===== src/design/vfsp_pkg.sv =====
package vfsp_pkg;

  localparam logic [2:0] EV_VOXEL        = 3'd0;
  localparam logic [2:0] EV_DIMENSIONS   = 3'd1;
  localparam logic [2:0] EV_HEADER_OK    = 3'd2;
  localparam logic [2:0] EV_BAD_HEADER   = 3'd3;
  localparam logic [2:0] EV_SIZE_MISSING = 3'd4;
  localparam logic [2:0] EV_XYZI_MISSING = 3'd5;
  localparam logic [2:0] EV_MAIN_MISSING = 3'd6;

  typedef struct packed {
    logic [2:0]         kind;
    logic [7:0]         voxel_x;
    logic [7:0]         voxel_y;
    logic [7:0]         voxel_z;
    logic [7:0]         material;
    logic signed [31:0] size_x;
    logic signed [31:0] size_y;
    logic signed [31:0] size_z;
    logic signed [31:0] file_version;
    logic [30:0]        model_number;
    logic               last_voxel;
  } event_t;

endpackage


===== src/design/voxel_file_stream_parser.sv =====
// Voxel file stream parser.
// The data channel (data_valid, data_stall, data_byte, start_of_file) takes
// one byte of the file per request, in file order. A request with
// start_of_file high restarts parsing at that byte, which is read as the
// first magic byte.
// The event channel (event_valid, event_stall and the event fields) gives at
// most one event per byte: a voxel, a set of model dimensions, the header
// result or an error. Fields that do not belong to an event read as zero.
// A byte accepted into the input register is parsed from there, and its event
// is registered onto the ports. One byte is taken every cycle while the
// receiver keeps up; a byte needs a single pass through the parse logic.
// When the receiver stalls, a second event is held in a skid register and
// data_stall rises only once that register is full, so no event is lost.
// Reset clears the parse state to the start of a file and empties both
// channels; it is synchronous.
module voxel_file_stream_parser (
  input  logic               clk,
  input  logic               rst,
  input  logic               data_valid,
  output logic               data_stall,
  input  logic [7:0]         data_byte,
  input  logic               start_of_file,
  output logic               event_valid,
  input  logic               event_stall,
  output logic [2:0]         event_kind,
  output logic [7:0]         voxel_x,
  output logic [7:0]         voxel_y,
  output logic [7:0]         voxel_z,
  output logic [7:0]         material,
  output logic signed [31:0] size_x,
  output logic signed [31:0] size_y,
  output logic signed [31:0] size_z,
  output logic signed [31:0] file_version,
  output logic [30:0]        model_number,
  output logic               last_voxel
);
  import vfsp_pkg::*;

  logic       in_full;
  logic [7:0] in_byte;
  logic       in_sof;
  logic       step;
  event_t     res;
  logic       res_valid;
  event_t     held;
  logic       skid_valid;
  event_t     skid;

  assign data_stall = in_full && skid_valid;
  assign step       = in_full && !skid_valid;

  vfsp_core u_core (
    .clk           (clk),
    .rst           (rst),
    .step          (step),
    .data_byte     (in_byte),
    .start_of_file (in_sof),
    .res           (res),
    .res_valid     (res_valid)
  );

  always_ff @(posedge clk) begin
    if (rst) begin
      in_full <= 1'b0;
    end else if (data_valid && !data_stall) begin
      in_full <= 1'b1;
    end else if (step) begin
      in_full <= 1'b0;
    end
    if (data_valid && !data_stall) begin
      in_byte <= data_byte;
      in_sof  <= start_of_file;
    end
  end

  always_ff @(posedge clk) begin
    if (rst) begin
      event_valid <= 1'b0;
      skid_valid  <= 1'b0;
    end else if (step && res_valid) begin
      if (event_valid && event_stall) begin
        skid       <= res;
        skid_valid <= 1'b1;
      end else begin
        held        <= res;
        event_valid <= 1'b1;
      end
    end else if (event_valid && !event_stall) begin
      if (skid_valid) begin
        held       <= skid;
        skid_valid <= 1'b0;
      end else begin
        event_valid <= 1'b0;
      end
    end
  end

  assign event_kind   = held.kind;
  assign voxel_x      = held.voxel_x;
  assign voxel_y      = held.voxel_y;
  assign voxel_z      = held.voxel_z;
  assign material     = held.material;
  assign size_x       = held.size_x;
  assign size_y       = held.size_y;
  assign size_z       = held.size_z;
  assign file_version = held.file_version;
  assign model_number = held.model_number;
  assign last_voxel   = held.last_voxel;

`ifndef NO_ASSERTIONS
  a_skid_behind_output: assert property (@(posedge clk) disable iff (rst)
    skid_valid |-> event_valid)
    else $error("Skid register holds an event while the output is empty.");
  a_skid_fill_on_stall: assert property (@(posedge clk) disable iff (rst)
    $rose(skid_valid) |-> $past(event_valid && event_stall))
    else $error("Skid register filled without a stalled output.");
`endif

endmodule


===== src/design/vfsp_core.sv =====
module vfsp_core (
  input  logic            clk,
  input  logic            rst,
  input  logic            step,
  input  logic [7:0]      data_byte,
  input  logic            start_of_file,
  output vfsp_pkg::event_t res,
  output logic            res_valid
);
  import vfsp_pkg::*;

  typedef enum logic [3:0] {
    PH_MAGIC, PH_VERSION, PH_MAIN_HDR, PH_SECOND_HDR, PH_PACK_COUNT, PH_TOP_DIMS,
    PH_SIZE_HDR, PH_DIMS, PH_XYZI_HDR, PH_VOX_COUNT, PH_VOXELS, PH_DONE
  } phase_t;

  typedef enum logic [2:0] {
    CK_MAIN = 3'd0, CK_PACK = 3'd1, CK_SIZE = 3'd2, CK_XYZI = 3'd3, CK_RGBA = 3'd4,
    CK_UNKNOWN = 3'd7
  } chunk_t;

  localparam logic [7:0] CHAR_M     = 8'h4d;
  localparam logic [7:0] CHAR_P     = 8'h50;
  localparam logic [7:0] CHAR_S     = 8'h53;
  localparam logic [7:0] CHAR_X     = 8'h58;
  localparam logic [7:0] CHAR_R     = 8'h52;
  localparam logic [7:0] CHAR_V     = 8'h56;
  localparam logic [7:0] CHAR_O     = 8'h4f;
  localparam logic [7:0] CHAR_SPACE = 8'h20;

  phase_t      phase, phase_next, ph_c;
  logic [3:0]  pos, pos_next, pos_c, pos_inc;
  logic [31:0] word, word_next, word_c;
  chunk_t      ck, ck_next, ck_c, kind_b;
  logic [31:0] d0, d0_next, d0_c;
  logic [31:0] d1, d1_next, d1_c;
  logic [30:0] ml, ml_next, ml_c, ml_dec;
  logic [30:0] mc, mc_next, mc_c, mc_inc;
  logic [30:0] vl, vl_next, vl_c;
  logic [30:0] count_w;
  logic [7:0]  ub, magic_ch;
  logic        neg;

  function automatic phase_t entry_phase(input logic [30:0] left, input chunk_t kind);
    phase_t p;
    if (left == '0) begin
      p = PH_DONE;
    end else if (kind == CK_SIZE) begin
      p = PH_XYZI_HDR;
    end else begin
      p = PH_SIZE_HDR;
    end
    return p;
  endfunction

  always_comb begin
    ub = (data_byte >= 8'h61 && data_byte <= 8'h7a) ? data_byte - 8'd32 : data_byte;
    case (ub)
      CHAR_M:  kind_b = CK_MAIN;
      CHAR_P:  kind_b = CK_PACK;
      CHAR_S:  kind_b = CK_SIZE;
      CHAR_X:  kind_b = CK_XYZI;
      CHAR_R:  kind_b = CK_RGBA;
      default: kind_b = CK_UNKNOWN;
    endcase
  end

  always_comb begin
    ph_c   = start_of_file ? PH_MAGIC : phase;
    pos_c  = start_of_file ? 4'd0 : pos;
    word_c = start_of_file ? 32'd0 : word;
    ck_c   = start_of_file ? CK_UNKNOWN : ck;
    d0_c   = start_of_file ? 32'd0 : d0;
    d1_c   = start_of_file ? 32'd0 : d1;
    ml_c   = start_of_file ? 31'd1 : ml;
    mc_c   = start_of_file ? 31'd0 : mc;
    vl_c   = start_of_file ? 31'd0 : vl;

    case (pos_c[1:0])
      2'd0:    magic_ch = CHAR_V;
      2'd1:    magic_ch = CHAR_O;
      2'd2:    magic_ch = CHAR_X;
      default: magic_ch = CHAR_SPACE;
    endcase

    word_next = {data_byte, word_c[31:8]};
    neg       = data_byte[7];
    count_w   = neg ? 31'd0 : word_next[30:0];
    ml_dec    = ml_c - 31'd1;
    mc_inc    = mc_c + 31'd1;
    pos_inc   = pos_c + 4'd1;

    phase_next = ph_c;
    pos_next   = pos_c;
    ck_next    = ck_c;
    d0_next    = d0_c;
    d1_next    = d1_c;
    ml_next    = ml_c;
    mc_next    = mc_c;
    vl_next    = vl_c;
    res        = '0;
    res_valid  = 1'b0;

    case (ph_c)
      PH_MAGIC: begin
        if (ub != magic_ch) begin
          phase_next       = PH_DONE;
          res.kind         = EV_BAD_HEADER;
          res.file_version = '1;
          res_valid        = 1'b1;
        end else if (pos_c >= 4'd3) begin
          phase_next = PH_VERSION;
          pos_next   = 4'd0;
        end else begin
          pos_next = pos_inc;
        end
      end
      PH_VERSION, PH_PACK_COUNT, PH_VOX_COUNT: begin
        if (pos_c < 4'd3) begin
          pos_next = pos_inc;
        end else begin
          pos_next = 4'd0;
          if (ph_c == PH_VERSION) begin
            res.kind         = neg ? EV_BAD_HEADER : EV_HEADER_OK;
            res.file_version = word_next;
            res_valid        = 1'b1;
            phase_next       = neg ? PH_DONE : PH_MAIN_HDR;
          end else if (ph_c == PH_PACK_COUNT) begin
            ml_next    = count_w;
            phase_next = entry_phase(count_w, ck_c);
          end else begin
            vl_next = count_w;
            if (count_w == '0) begin
              ml_next    = ml_dec;
              mc_next    = mc_inc;
              phase_next = entry_phase(ml_dec, ck_c);
            end else begin
              phase_next = PH_VOXELS;
            end
          end
        end
      end
      PH_MAIN_HDR, PH_SECOND_HDR, PH_SIZE_HDR, PH_XYZI_HDR: begin
        if (pos_c == 4'd0) begin
          ck_next = kind_b;
        end
        if (pos_c < 4'd11) begin
          pos_next = pos_inc;
        end else begin
          pos_next = 4'd0;
          if (ph_c == PH_MAIN_HDR) begin
            if (ck_c != CK_MAIN) begin
              phase_next = PH_DONE;
              res.kind   = EV_MAIN_MISSING;
              res_valid  = 1'b1;
            end else begin
              phase_next = PH_SECOND_HDR;
            end
          end else if (ph_c == PH_SECOND_HDR) begin
            if (ck_c == CK_PACK) begin
              phase_next = PH_PACK_COUNT;
            end else if (ck_c == CK_SIZE) begin
              phase_next = PH_TOP_DIMS;
            end else begin
              phase_next = entry_phase(ml_c, ck_c);
            end
          end else if (ph_c == PH_SIZE_HDR) begin
            if (ck_c == CK_SIZE) begin
              phase_next = PH_DIMS;
            end else begin
              phase_next       = PH_XYZI_HDR;
              res.kind         = EV_SIZE_MISSING;
              res.model_number = mc_c;
              res_valid        = 1'b1;
            end
          end else begin
            if (ck_c == CK_XYZI) begin
              phase_next = PH_VOX_COUNT;
            end else begin
              res.kind         = EV_XYZI_MISSING;
              res.model_number = mc_c;
              res_valid        = 1'b1;
              ml_next          = ml_dec;
              mc_next          = mc_inc;
              phase_next       = entry_phase(ml_dec, ck_c);
            end
          end
        end
      end
      PH_TOP_DIMS, PH_DIMS: begin
        if (pos_c == 4'd3) begin
          d0_next = word_next;
        end else if (pos_c == 4'd7) begin
          d1_next = word_next;
        end
        if (pos_c < 4'd11) begin
          pos_next = pos_inc;
        end else begin
          pos_next         = 4'd0;
          res.kind         = EV_DIMENSIONS;
          res.size_x       = d0_c;
          res.size_y       = d1_c;
          res.size_z       = word_next;
          res.model_number = mc_c;
          res_valid        = 1'b1;
          phase_next       = (ph_c == PH_TOP_DIMS) ? entry_phase(ml_c, ck_c) : PH_XYZI_HDR;
        end
      end
      PH_VOXELS: begin
        if (pos_c < 4'd3) begin
          pos_next = pos_inc;
        end else begin
          pos_next         = 4'd0;
          vl_next          = vl_c - 31'd1;
          res.kind         = EV_VOXEL;
          res.voxel_x      = word_next[7:0];
          res.voxel_y      = word_next[15:8];
          res.voxel_z      = word_next[23:16];
          res.material     = data_byte;
          res.model_number = mc_c;
          res.last_voxel   = (vl_c == 31'd1);
          res_valid        = 1'b1;
          if (vl_c == 31'd1) begin
            ml_next    = ml_dec;
            mc_next    = mc_inc;
            phase_next = entry_phase(ml_dec, ck_c);
          end
        end
      end
      default: begin
        phase_next = PH_DONE;
        pos_next   = 4'd0;
      end
    endcase
  end

  always_ff @(posedge clk) begin
    if (rst) begin
      phase <= PH_MAGIC;
      pos   <= 4'd0;
      word  <= 32'd0;
      ck    <= CK_UNKNOWN;
      d0    <= 32'd0;
      d1    <= 32'd0;
      ml    <= 31'd1;
      mc    <= 31'd0;
      vl    <= 31'd0;
    end else if (step) begin
      phase <= phase_next;
      pos   <= pos_next;
      word  <= word_next;
      ck    <= ck_next;
      d0    <= d0_next;
      d1    <= d1_next;
      ml    <= ml_next;
      mc    <= mc_next;
      vl    <= vl_next;
    end
  end

`ifndef NO_ASSERTIONS
  a_pos_range: assert property (@(posedge clk) disable iff (rst) pos <= 4'd11)
    else $error("Byte position left the header range.");
  a_voxel_realign: assert property (@(posedge clk) disable iff (rst)
    step && res_valid && res.kind == EV_VOXEL |=> pos == 4'd0)
    else $error("Byte position not cleared after a voxel.");
`endif

endmodule


===== config.mk =====
export PLATFORM = sky130hd
export DESIGN_NAME = voxel_file_stream_parser
export DESIGN_NICKNAME = d
export VERILOG_FILES = /design/src/design/vfsp_pkg.sv /design/src/design/voxel_file_stream_parser.sv /design/src/design/vfsp_core.sv
export SDC_FILE = /design/constraint.sdc
export NUM_CORES = 1
export LEC_CHECK = 0
export BUFFER_PORTS_ARGS = -buffer_cell sky130_fd_sc_hd__buf_2
export CAP_MARGIN = 20
export CORE_ASPECT_RATIO = 0.8
export CORE_MARGIN = 1
export CORE_UTILIZATION = 30
export DETAILED_ROUTE_END_ITERATION = 6
export RECOVER_POWER = 100
export SYNTH_ARGS = -nofsm -noshare
export SYNTH_HDL_FRONTEND = slang
export SYNTH_SLANG_ARGS = --single-unit
export TNS_END_PERCENT = 30

===== constraint.sdc =====
create_clock -name clk -period 52.8 [get_ports clk]
set_clock_uncertainty 0.15 [all_clocks]
set_input_delay 0 -clock clk [delete_from_list [all_inputs] [get_ports clk]]
set_output_delay 0 -clock clk [all_outputs]
set_load 0.1 [all_outputs]

**Word-level counts from Yosys, hierarchy flattened**

Index checks and enable logic that the tools add are counted.

- Add/sub/neg operators: 5
- Order comparisons: 5
- Eq/ne operators: 27
- Mux-type cells: 137
- Bitwise gates (word level): 1
- Reductions and logical operators: 29

Operators with widths:

| operator | count |
|---|---|
| 31-bit two-way mux | 37 |
| 195-bit two-way mux | 4 |
| 32-bit two-way mux | 14 |
| 31-bit case mux with 3 select lines | 3 |
| 96-bit two-way mux | 2 |
| 4-bit two-way mux | 31 |
| 31-bit zero test | 3 |
| 32-bit case mux with 2 select lines | 1 |
| 31-bit case mux with 2 select lines | 1 |
| 31-bit by 1-bit subtractor with 31-bit output, second input constant | 2 |
| 8-bit by 7-bit == test with 1-bit output, second input constant | 5 |
| 3-bit two-way mux | 12 |
| 31-bit by 1-bit adder with 31-bit output, second input constant | 1 |
| 31-bit by 1-bit == test with 1-bit output, second input constant | 1 |
| 3-bit case mux with 5 select lines | 2 |
| 1-bit two-way mux | 24 |
| 7-bit case mux with 3 select lines | 1 |
| 4-bit by 3-bit == test with 1-bit output, second input constant | 5 |
| 4-bit case mux with 5 select lines | 1 |
| 4-bit by 2-bit == test with 1-bit output, second input constant | 3 |
| 4-bit == test, second input constant | 3 |
| 4-bit case mux with 3 select lines | 1 |
| 8-bit by 7-bit greater-or-equal comparator with 1-bit output, second input constant | 1 |
| 8-bit by 7-bit less-or-equal comparator with 1-bit output, second input constant | 1 |
| 30 further kinds | 45 |

- Bits in registers: 602
- Input bits: 13
- Output and inout bits: 197
- Word-level logic and storage cells: 240

**Logic depth before layout (Yosys ltp)**

Gate-level depths: netlist (run 1).

- Word-level depth: 11
- Depth in mapped cells: 21
- Depth with buffers taken out: 13

**Hierarchy**

A second synthesis (run 1) with hierarchy kept.

- Cells, all modules: 2556
- Area total of the unflattened synthesis: 28533.6 um^2

Modules (own cells, without submodules):

| module | times used | cells each | area each (um^2) | sequential area each (um^2) |
|---|---|---|---|---|
| voxel_file_stream_parser | 1 | 634 | 14900.5 | 12041.5 |
| vfsp_core | 1 | 1922 | 13633.1 | 3843.7 |

**Worst setup path before layout (run 1)**

Ideal clock, no wire load.

- Path kind: reg2reg
- Start point: register in_sof
- End point: register held (netlist bit event_kind[0]) (enable)
- Library setup time: 1.061 ns
- Arrival time: 17.791 ns
- Path slack: 33.799 ns
- Cell stages (with the launch flop): 18
- Buffers on the path: 7
- Cell sequence: edfxtp_1 > buf_2 > buf_2 > buf_2 > buf_1 > buf_2 > clkbuf_1 > clkbuf_1 > nor2b_1 > inv_1 > ha_1 > xor2_1 > a2111oi_0 > o21ai_1 > o21ba_2 > nor2_1 > a31o_2 > a221oi_1

- Word-level cells in the longest chain between the ends: 11

RTL lines:

| item | line | text |
|---|---|---|
| from (decl) | voxel_file_stream_parser.sv:41 | `logic in_sof;` |
| from (signal assigned) | voxel_file_stream_parser.sv:72 | `in_sof <= start_of_file;` |
| 3-bit two-way mux | vfsp_core.sv:72 | `ck_c = start_of_file ? CK_UNKNOWN : ck;` |
| 3-bit by 2-bit == test with 1-bit output (on tied branches) | vfsp_core.sv:177, vfsp_core.sv:168 |  |
| 1-bit two-way mux (on tied branches) | vfsp_core.sv:177, vfsp_core.sv:168 |  |
| 1-bit two-way mux | vfsp_core.sv:167 | `end else if (ph_c == PH_SIZE_HDR) begin` |
| 1-bit two-way mux | vfsp_core.sv:159 | `end else if (ph_c == PH_SECOND_HDR) begin` |
| 1-bit two-way mux | vfsp_core.sv:151 | `if (ph_c == PH_MAIN_HDR) begin` |
| 1-bit two-way mux | vfsp_core.sv:147 | `if (pos_c < 4'd11) begin` |
| 1-bit case mux with 5 select lines * | vfsp_core.sv:104 | `case (ph_c)` |
| 1-bit logical AND * | voxel_file_stream_parser.sv:80 | `end else if (step && res_valid) begin` |
| 2-bit inequality test (no source line) / 2-bit nonzero test (equally long branches) | n/a |  |
| 4-bit AND reduction (no source line) * | n/a |  |
| to (signal assigned) | voxel_file_stream_parser.sv:85 | `held <= res;` |
| to (signal assigned) | voxel_file_stream_parser.sv:90 | `held <= skid;` |
| to (decl) | voxel_file_stream_parser.sv:45 | `event_t held;` |

Mark *: on every way between the ends. The rest lies on a longest branch, timed or not.
A chain may end at the register's enable or synchronous reset.

**Worst setup path after layout (run 1)**

- Start point: register in_sof
- End point: register skid[113] (netlist name) (enable)

- Word-level cells in the longest chain between the ends: 10

RTL lines:

| item | line | text |
|---|---|---|
| 3-bit two-way mux | vfsp_core.sv:72 |  |
| 3-bit by 2-bit == test with 1-bit output (on tied branches) | vfsp_core.sv:177, vfsp_core.sv:168 |  |
| 1-bit two-way mux (on tied branches) | vfsp_core.sv:177, vfsp_core.sv:168 |  |
| 1-bit two-way mux | vfsp_core.sv:167 |  |
| 1-bit two-way mux | vfsp_core.sv:159 |  |
| 1-bit two-way mux | vfsp_core.sv:151 |  |
| 1-bit two-way mux | vfsp_core.sv:147 |  |
| 1-bit case mux with 5 select lines * | vfsp_core.sv:104 |  |
| 1-bit logical AND * | voxel_file_stream_parser.sv:80 |  |
| 3-bit AND reduction (no source line) * | n/a |  |
| to (signal assigned) | voxel_file_stream_parser.sv:82 | `skid <= res;` |
| to (decl) | voxel_file_stream_parser.sv:47 | `event_t skid;` |

Marks and branches as above.

==> flow_summary_export.csv, run 1 <==
group,metric,value,unit
synthesis,yosys_register_bits,594,
setup_path,path_buf_inv,6,
cells_and_area,area_growth,15.11,%
placement,dp_hpwl,60470,µm
pwr,power_density,33.17,nW/µm²
setup_path,ff2ff_setup_slack,38.53,ns
setup_path,crit_path_start,"in_sof$_DFFE_PP_",
status,violations,"capacitance limit, slew limit",
clock_tree,cts_setup_buffers,0,
sta,fin_crit_sh,0.2702,
flow_run,drv_cap,19,
setup_path,path_class,"reg -> reg",
cells_and_area,layout-drive-gt1-share,0.07016,
floorplan,core_area,93340,µm²
setup_path,crit_path_end_kind,"register",
floorplan,die_w,346.0,µm
clock_tree,htree_levels,3,
synthesis,ys_seq_area_frac,0.5594,
clock_tree,ctsRootBufferMaster,"clkbuf_16",
routing,totalWireLength,92450,µm
routing,firstDrtPassIters,6,
clock_tree,numCtsBuffers,67,
placement,numPortBuffers,209,
synthesis,yosys.area.top_type,"edfxtp_1",
clock_tree,clk_latency,0.63,ns
synthesis,synthTopCellsByCount,"edfxtp_1, nor2_1, nand2_1",
clock_tree,cts_hold_buf,17,
sta,fin_tns_setup,0,ns
setup_path,cpMaxStageDelayCell,"clkbuf_1",
synthesis,syn-mean-instance-area,10.60,µm²
floorplan,fp-row-count,100,
sta,min_period,14.27,ns
sta,slew_violations,978,
sta,slew_headroom,-4.984,
pwr,power.leakage,11.03,nW
routing,via_per_inst,5.558,
cells_and_area,nNetsFinal,2849,
synthesis,synth_flop_cell,"edfxtp_1",
setup_path,cp_cell_sequence,"clkbuf_1 -> clkinv_1 -> clkbuf_1 -> nand2_1 -> inv_1 -> ha_1 -> a21boi_0 -> a2111oi_0 -> o21ai_0 -> o21ba_1 -> nor2_1 -> a31o_1 -> nor3_1 -> clkbuf_1 -> clkbuf_1",
cells_and_area,finalCoreUtilization,0.3502,
worst_hold_path,min_path_type,"in -> reg",
routing,drt_iter0_drc,2504,
setup_path,cp.arrival,14.07,ns
placement,routabilityCongestion,0.9776,
sta,max_freq,70.10,MHz
status,outcome,"finished with violations",
sta,grt_setup_unrepaired,"no",
sta,worst_pin_slew,8.976,ns
setup_path,r2r-start,"in_sof$_DFFE_PP_",
clock_tree,cts.reportedPaths.clkPinSlew,0.06,ns
synthesis,synth_fp_nets,2701,
setup_path,crit_top_cell,"clkbuf_1",
routing,drc,0,
routing,vias,22810,
synthesis,synth.distinct_cells,97,
floorplan,start_util,0.3042,
worst_hold_path,hp-start,"data_valid",
pwr,ir_drop,0.00002520,V
global_routing,antenna_found_initial,5,
clock_tree,tritoncts,"built",
synthesis,yosysWarnings,0,
setup_path,cp_top_family,"buffers and inverters",
clock_tree,cts_buffer_depth,3,
global_routing,grt_max_degree,156,
cells_and_area,fin_area,32690,µm²
synthesis,postSynthCellCount,2678,
clock_tree,cts_sinks,594,
sta,setup_viol,0,
cells_and_area,final_cells,4104,
synthesis,synth-edff-count,399,
synthesis,yosysMostFrequentCell,"edfxtp_1",
synthesis,async_flop_share,0,
placement,dp_cells,3963,
floorplan,num_io_pins,210,
routing,postRouteAntennaNets,0,
global_routing,gr-total-overflow,0,
floorplan,dieArea,95890,µm²
setup_path,cp-start-kind,"register",
floorplan,chipHeight,277.2,µm
synthesis,synth_top_area_share,0.4219,
sta,hold_violations,0,
setup_path,max_stage_delay,6.19,ns
global_routing,grt_pass1_vias,21370,
synthesis,synth.area.top_cells,"edfxtp_1, dfxtp_1, mux2_1, nor2_1, nand2_1",
clock_tree,cts_resized,0,
global_routing,grt_use_total,0.1860,
global_routing,grt_first_pass_wirelength,138600,µm
synthesis,netlist_area,28400,µm²
setup_path,cp_max_fo,155,
setup_path,required,52.61,ns
routing,wl_per_cell,22.53,µm
placement,placed_area,30730,µm²
logic make-up (layout without fill, tap and decap cells):
| group | after synthesis | after routing | share of synthesized area |
|---|---|---|---|
| simple gates | 960 | 960 | 0.1682 |
| compound gates | 657 | 657 | 0.1494 |
| fa+ha+maj | 10 | 10 | 0.004406 |
| other cells | 0 | 1 | 0 |
| mux | 197 | 197 | 0.07790 |
| flops | 594 | 594 | 0.5594 |
| xor+xnor | 26 | 26 | 0.008019 |
| buf+inv | 234 | 435 | 0.03261 |
flip-flops by register name (all words and copies together), names as in the netlist, 3 cells and up:
signal / flops
material: 8
model_number: 31
u_core.d1: 32
file_version: 32
u_core.ck: 3
event_kind: 3
u_core.word: 24
size_z: 32
u_core.phase: 4
size_x: 32
voxel_z: 8
voxel_y: 8
u_core.mc: 31
size_y: 32
u_core.d0: 32
u_core.pos: 4
u_core.ml: 31
in_byte: 8
skid: 195
u_core.vl: 31
voxel_x: 8
power breakdown:
group          internal, mW  switching, mW  total (mW)  leakage [nW]
logic                0.0226         0.0846       0.107          4.45
clock network         0.268          0.199       0.468          1.09
registers             0.503        0.00684       0.509          5.49
total                 0.794          0.291        1.08          11.0
path summary, 6_finish.rpt:
check,endpoint,cells past startpoint
max,skid[113]$_DFFE_PP_,15
min,in_full$_SDFFE_PP0P_,3
max reg2reg,skid[113]$_DFFE_PP_,15
min reg2reg,u_core.vl[24]$_SDFFE_PP0P_,2
worst register-to-register path: cells and delay by family (launching register included):
family / cells / cell delay (ns)
AO/OA/AOI/OAI: 5 / 1.27
adder cells (fa/ha/maj): 1 / 0.45
buffers and inverters: 6 / 10.08
flip-flops: 1 / 0.37
AND/OR/NAND/NOR: 3 / 0.86
stage by stage:
stage	total power, mW	hold slack [ns]	setup slack [ns]
after global placement	0.6241	0.04758	46.44
after floorplan	0.5983	-0.05113	33.80
after detailed placement	0.6241	0.04324	46.35
after global routing	1.116	0.07539	37.38
after CTS	1.092	0.001343	46.32
final	1.084	0.04689	38.53
cell usage in the layout, fill, tap and decap left out, types with 9 or more instances in the layout:
cell type      instances
clkinv_1              12
and3_1                89
xnor2_1               16
nand4_1               22
mux2_2                22
buf_4                 31
or4_1                  9
nor4_1                28
o22ai_1               18
nor2b_1               49
a32oi_1               12
a22oi_1               88
a31oi_1               36
a21oi_1              155
clkbuf_16             69
edfxtp_1             399
o221ai_1              15
dlygate4sd3_1         17
nor3_1                54
a221oi_1              10
o21ai_0              162
dfxtp_1              195
mux2_1               170
and2_1                11
nand2b_1              16
xor2_1                10
clkinv_2              14
and2_0                32
inv_1                 26
o21a_1                12
clkbuf_1             241
nand2_1              239
o311ai_0              12
ha_1                  10
or3_1                 16
o211ai_1              23
nand3_1               53
a211oi_1              13
nor2_1               278
area by class of cell:
type                       instances  area, µm²
timing repair buffer             286       1318
tap                             1224       1531
clock buffer                      81       1812
clock inverter                    41      391.6
fill                            9371      60650
sequential                       594      15890
inverter                          27      101.3
multi-input combinational       1850      11650
antenna                            1      2.502
routing by layer:
layer | wire length, µm | global-route usage
met1 | 42020 | 0.2732
met2 | 39500 | 0.2695
met3 | 8178 | 0.03627
met4 | 2721 | 0.06575
met5 | 31 | 0
Power figures use the tool's default switching activity.
==> run 2, diff against run 1 <==
--- a/config.mk
+++ b/config.mk
@@ -5,6 +5,7 @@
 export SDC_FILE = /design/constraint.sdc
 export NUM_CORES = 1
 export LEC_CHECK = 0
+export ABC_AREA = 1
 export BUFFER_PORTS_ARGS = -buffer_cell sky130_fd_sc_hd__buf_2
 export CAP_MARGIN = 20
 export CORE_ASPECT_RATIO = 0.8
==> constraint.sdc (replaced) <==
create_clock -name clk -period 14.4 [get_ports clk]
set_clock_uncertainty 0.15 [all_clocks]
set_input_delay 0 -clock clk [delete_from_list [all_inputs] [get_ports clk]]
set_output_delay 0 -clock clk [all_outputs]
set_load 0.1 [all_outputs]
==> run 2 against run 1 <==
- the run ends with DRC, capacitance limit, slew limit left
- worst setup slack lost 35 ns
- sequential power grew to 3.7 times the previous value
- power grew to 3.8 times the previous value
- first-iteration DRC count grew 29%
- utilization shrank 0.50 points
- maximum frequency grew 36%
- wire length grew 3.9%
- critical path type unchanged
- largest power group unchanged
- highest routed layer is now met4
==> flow_summary_export.csv, run 2 <==
group,metric,value,unit
status,outcome,"finished with violations",
status,violations,"DRC, capacitance limit, slew limit",
setup_path,crit_path_end_kind,"register",
synthesis,yosys.area.top_type,"edfxtp_1",
synthesis,synth_flop_cell,"edfxtp_1",
synthesis,synth.area.top_cells,"edfxtp_1, nand2_1, dfxtp_1, o21ai_0, nor2_1",
synthesis,synth.distinct_cells,57,
routing,wl_met3,8685,µm
setup_path,required,14.71,ns
synthesis,synth_top_area_share,0.3985,
floorplan,start_util,0.3038,
floorplan,die_w,356.0,µm
flow_run,drv_cap,11,
floorplan,num_io_pins,210,
synthesis,synth-edff-count,399,
routing,wl_met2,41750,µm
routing,via_per_inst,5.065,
setup_path,cp_max_fo,94,
setup_path,cp.arrival,10.79,ns
sta,worst_pin_slew,4.196,ns
cells_and_area,num_antenna_cells,0,
sta,grt_setup_unrepaired,"no",
pwr,power_density,119.5,nW/µm²
synthesis,synthTopCellsByCount,"nand2_1, nor2_1, edfxtp_1",
sta,slew_headroom,-1.798,
synthesis,ys_seq_area_frac,0.5283,
synthesis,async_flop_share,0,
pwr,ir_drop,0.00007224,V
global_routing,grt_use_total,0.1837,
routing,met1_length,43480,µm
placement,numPortBuffers,209,
routing,drc,25,
sta,slew_violations,645,
pwr,power.leakage,13.42,nW
cells_and_area,final_common_cell,"nand2_1",
cells_and_area,final_cell_mix,"nand2_1, nor2_1, edfxtp_1",
synthesis,postSynthCellCount,3709,
cells_and_area,area_growth,13.63,%
worst_hold_path,min_path_type,"in -> reg",
sta,fin_crit_sh,0.7284,
clock_tree,cts.reportedPaths.clkPinSlew,0.06,ns
placement,routabilityCongestion,0.9484,
global_routing,grt_max_degree,208,
setup_path,cp-start-kind,"register",
cells_and_area,layout-drive-gt1-share,0.05201,
clock_tree,ctsRootBufferMaster,"clkbuf_16",
synthesis,yosysMostFrequentCell,"nand2_1",
cells_and_area,largest_reg_flops,195,
synthesis,synth_fp_nets,3732,
synthesis,yosys_register_bits,594,
routing,drt_iter0_drc,3231,
cells_and_area,largest_register,"skid",
global_routing,gr-total-overflow,0,
placement,dp_hpwl,63060,µm
clock_tree,cts_sinks,594,
routing,vias,26320,
setup_path,path_class,"reg -> reg",
routing,wl_per_cell,18.49,µm
clock_tree,clk_latency,0.64,ns
routing,firstDrtPassIters,7,
floorplan,core_area,98970,µm²
clock_tree,cts_buffer_depth,3,
clock_tree,htree_levels,3,
sta,setup_viol,0,
synthesis,netlist_area,30070,µm²
clock_tree,numCtsBuffers,68,
floorplan,dieArea,101500,µm²
synthesis,yosysWarnings,0,
sta,hold_violations,0,
synthesis,syn-mean-instance-area,8.107,µm²
clock_tree,cts_setup_buffers,0,
routing,postRouteAntennaNets,0,
global_routing,grt_first_pass_wirelength,146300,µm
sta,fin_hold_ws,0.09267,ns
clock_tree,tritoncts,"built",
routing,totalWireLength,96100,µm
routing,routed.top_layer,"met4",
cells_and_area,nNetsFinal,3854,
sta,min_period,10.49,ns
sta,fin_tns_setup,0,ns
global_routing,antenna_found_initial,1,
floorplan,fp-row-count,103,
sta,max_freq,95.34,MHz
floorplan,chipHeight,285.2,µm
global_routing,grt_pass1_vias,24080,
[run 2: cell types whose count changed after synthesis, sizes merged, moves of 46 or more]
cell | previous run | this run
o21ai | 171 | 330
clkbuf | 168 | 120
a22oi | 88 | 5
nor2 | 282 | 437
nand3 | 55 | 128
o211ai | 23 | 92
nand2 | 239 | 1064
mux2 | 192 | 0
buf | 39 | 85
inv | 27 | 398
a21oi | 155 | 209
nor2b | 50 | 0
and3 | 89 | 0
[run 2: logic make-up (layout without fill, tap and decap cells)]
kind of cell / Yosys count / in the layout / synth area share
AOI/OAI and AO/OA: 773 / 773 / 0.1471
DFF: 594 / 594 / 0.5283
xor gates and xnor gates: 8 / 8 / 0.002330
adders and majority gates: 10 / 10 / 0.004161
and+or+nand+nor: 1716 / 1716 / 0.2336
buffers and inverters: 608 / 783 / 0.08451
[run 2: worst paths after layout]
path	start	end	slack (ns)	cells after the start
worst max-delay path	in_sof$_DFFE_PP_	u_core.mc[26]$_SDFFE_PP0P_	3.91	17
worst min-delay path	rst	u_core.mc[21]$_SDFFE_PP0P_	0.09	3
worst max register to register	in_sof$_DFFE_PP_	u_core.mc[26]$_SDFFE_PP0P_	3.91	17
worst min register to register	u_core.d1[26]$_SDFFE_PP0P_	u_core.d1[26]$_SDFFE_PP0P_	0.31	2
[run 2: layout make-up]
type / instances / area [µm²]
clock buffer: 92 / 1863
fill: 10350 / 64810
inverter: 403 / 1526
tap: 1312 / 1642
sequential: 594 / 15890
clock inverter: 31 / 454.2
timing repair buffer: 257 / 1152
multi-input combinational: 2507 / 11640
[run 2: where the power goes]
group	leakage [nW]	internal, mW	total, mW	switching [mW]
logic	7.00	0.0882	0.408	0.320
clock network	1.11	1.05	1.80	0.745
registers	5.31	1.85	1.88	0.0248
[run 2: timing repair]
item,in CTS,in global routing
resized for setup,0,0
endpoints found under the hold margin,21,0
hold buffers,14,0
[run 2: metal layers]
| metal | GRT usage | vias to the layer above |
|---|---|---|
| met5 | 0 | - |
| met4 | 0.04667 | 0 |
| met3 | 0.03475 | 133 |
| met2 | 0.2797 | 1122 |
| met1 | 0.2656 | 12430 |
| li1 | - | 12630 |
[run 2: critical path, cell delays in order (launching register included)]
cell and delay [ns]:
edfxtp_1 0.36, buf_4 0.26, inv_4 0.21, clkbuf_1 2.94, nand2_1 1.65, nor2_1 0.79
inv_1 0.12, o2111ai_1 0.11, nor2_1 0.09, nand4_1 0.13, clkbuf_1 0.94, clkinv_2 0.77
nand2_1 0.36, nand2_4 0.29, inv_1 0.59, nor2_1 0.11, o221ai_1 0.21, a21oi_1 0.09
[run 2: stage by stage]
| step | setup slack, ns | cell area, µm² | total power, mW | util | std cells |
|---|---|---|---|---|---|
| CTS | 7.110 | 34530 | 4.112 | 0.3488 | 5196 |
| finish | 3.912 | 34170 | 4.082 | 0.3452 | 5196 |
| global route | 3.358 | 34170 | 4.225 | 0.3452 | 5196 |
| detailed placement | 7.127 | 32070 | 2.314 | 0.3240 | 5059 |
| global placement | 7.195 | 32070 | 2.311 | 0.3240 | 5059 |
| floorplan | 2.840 | 30070 | 2.211 | - | 3709 |
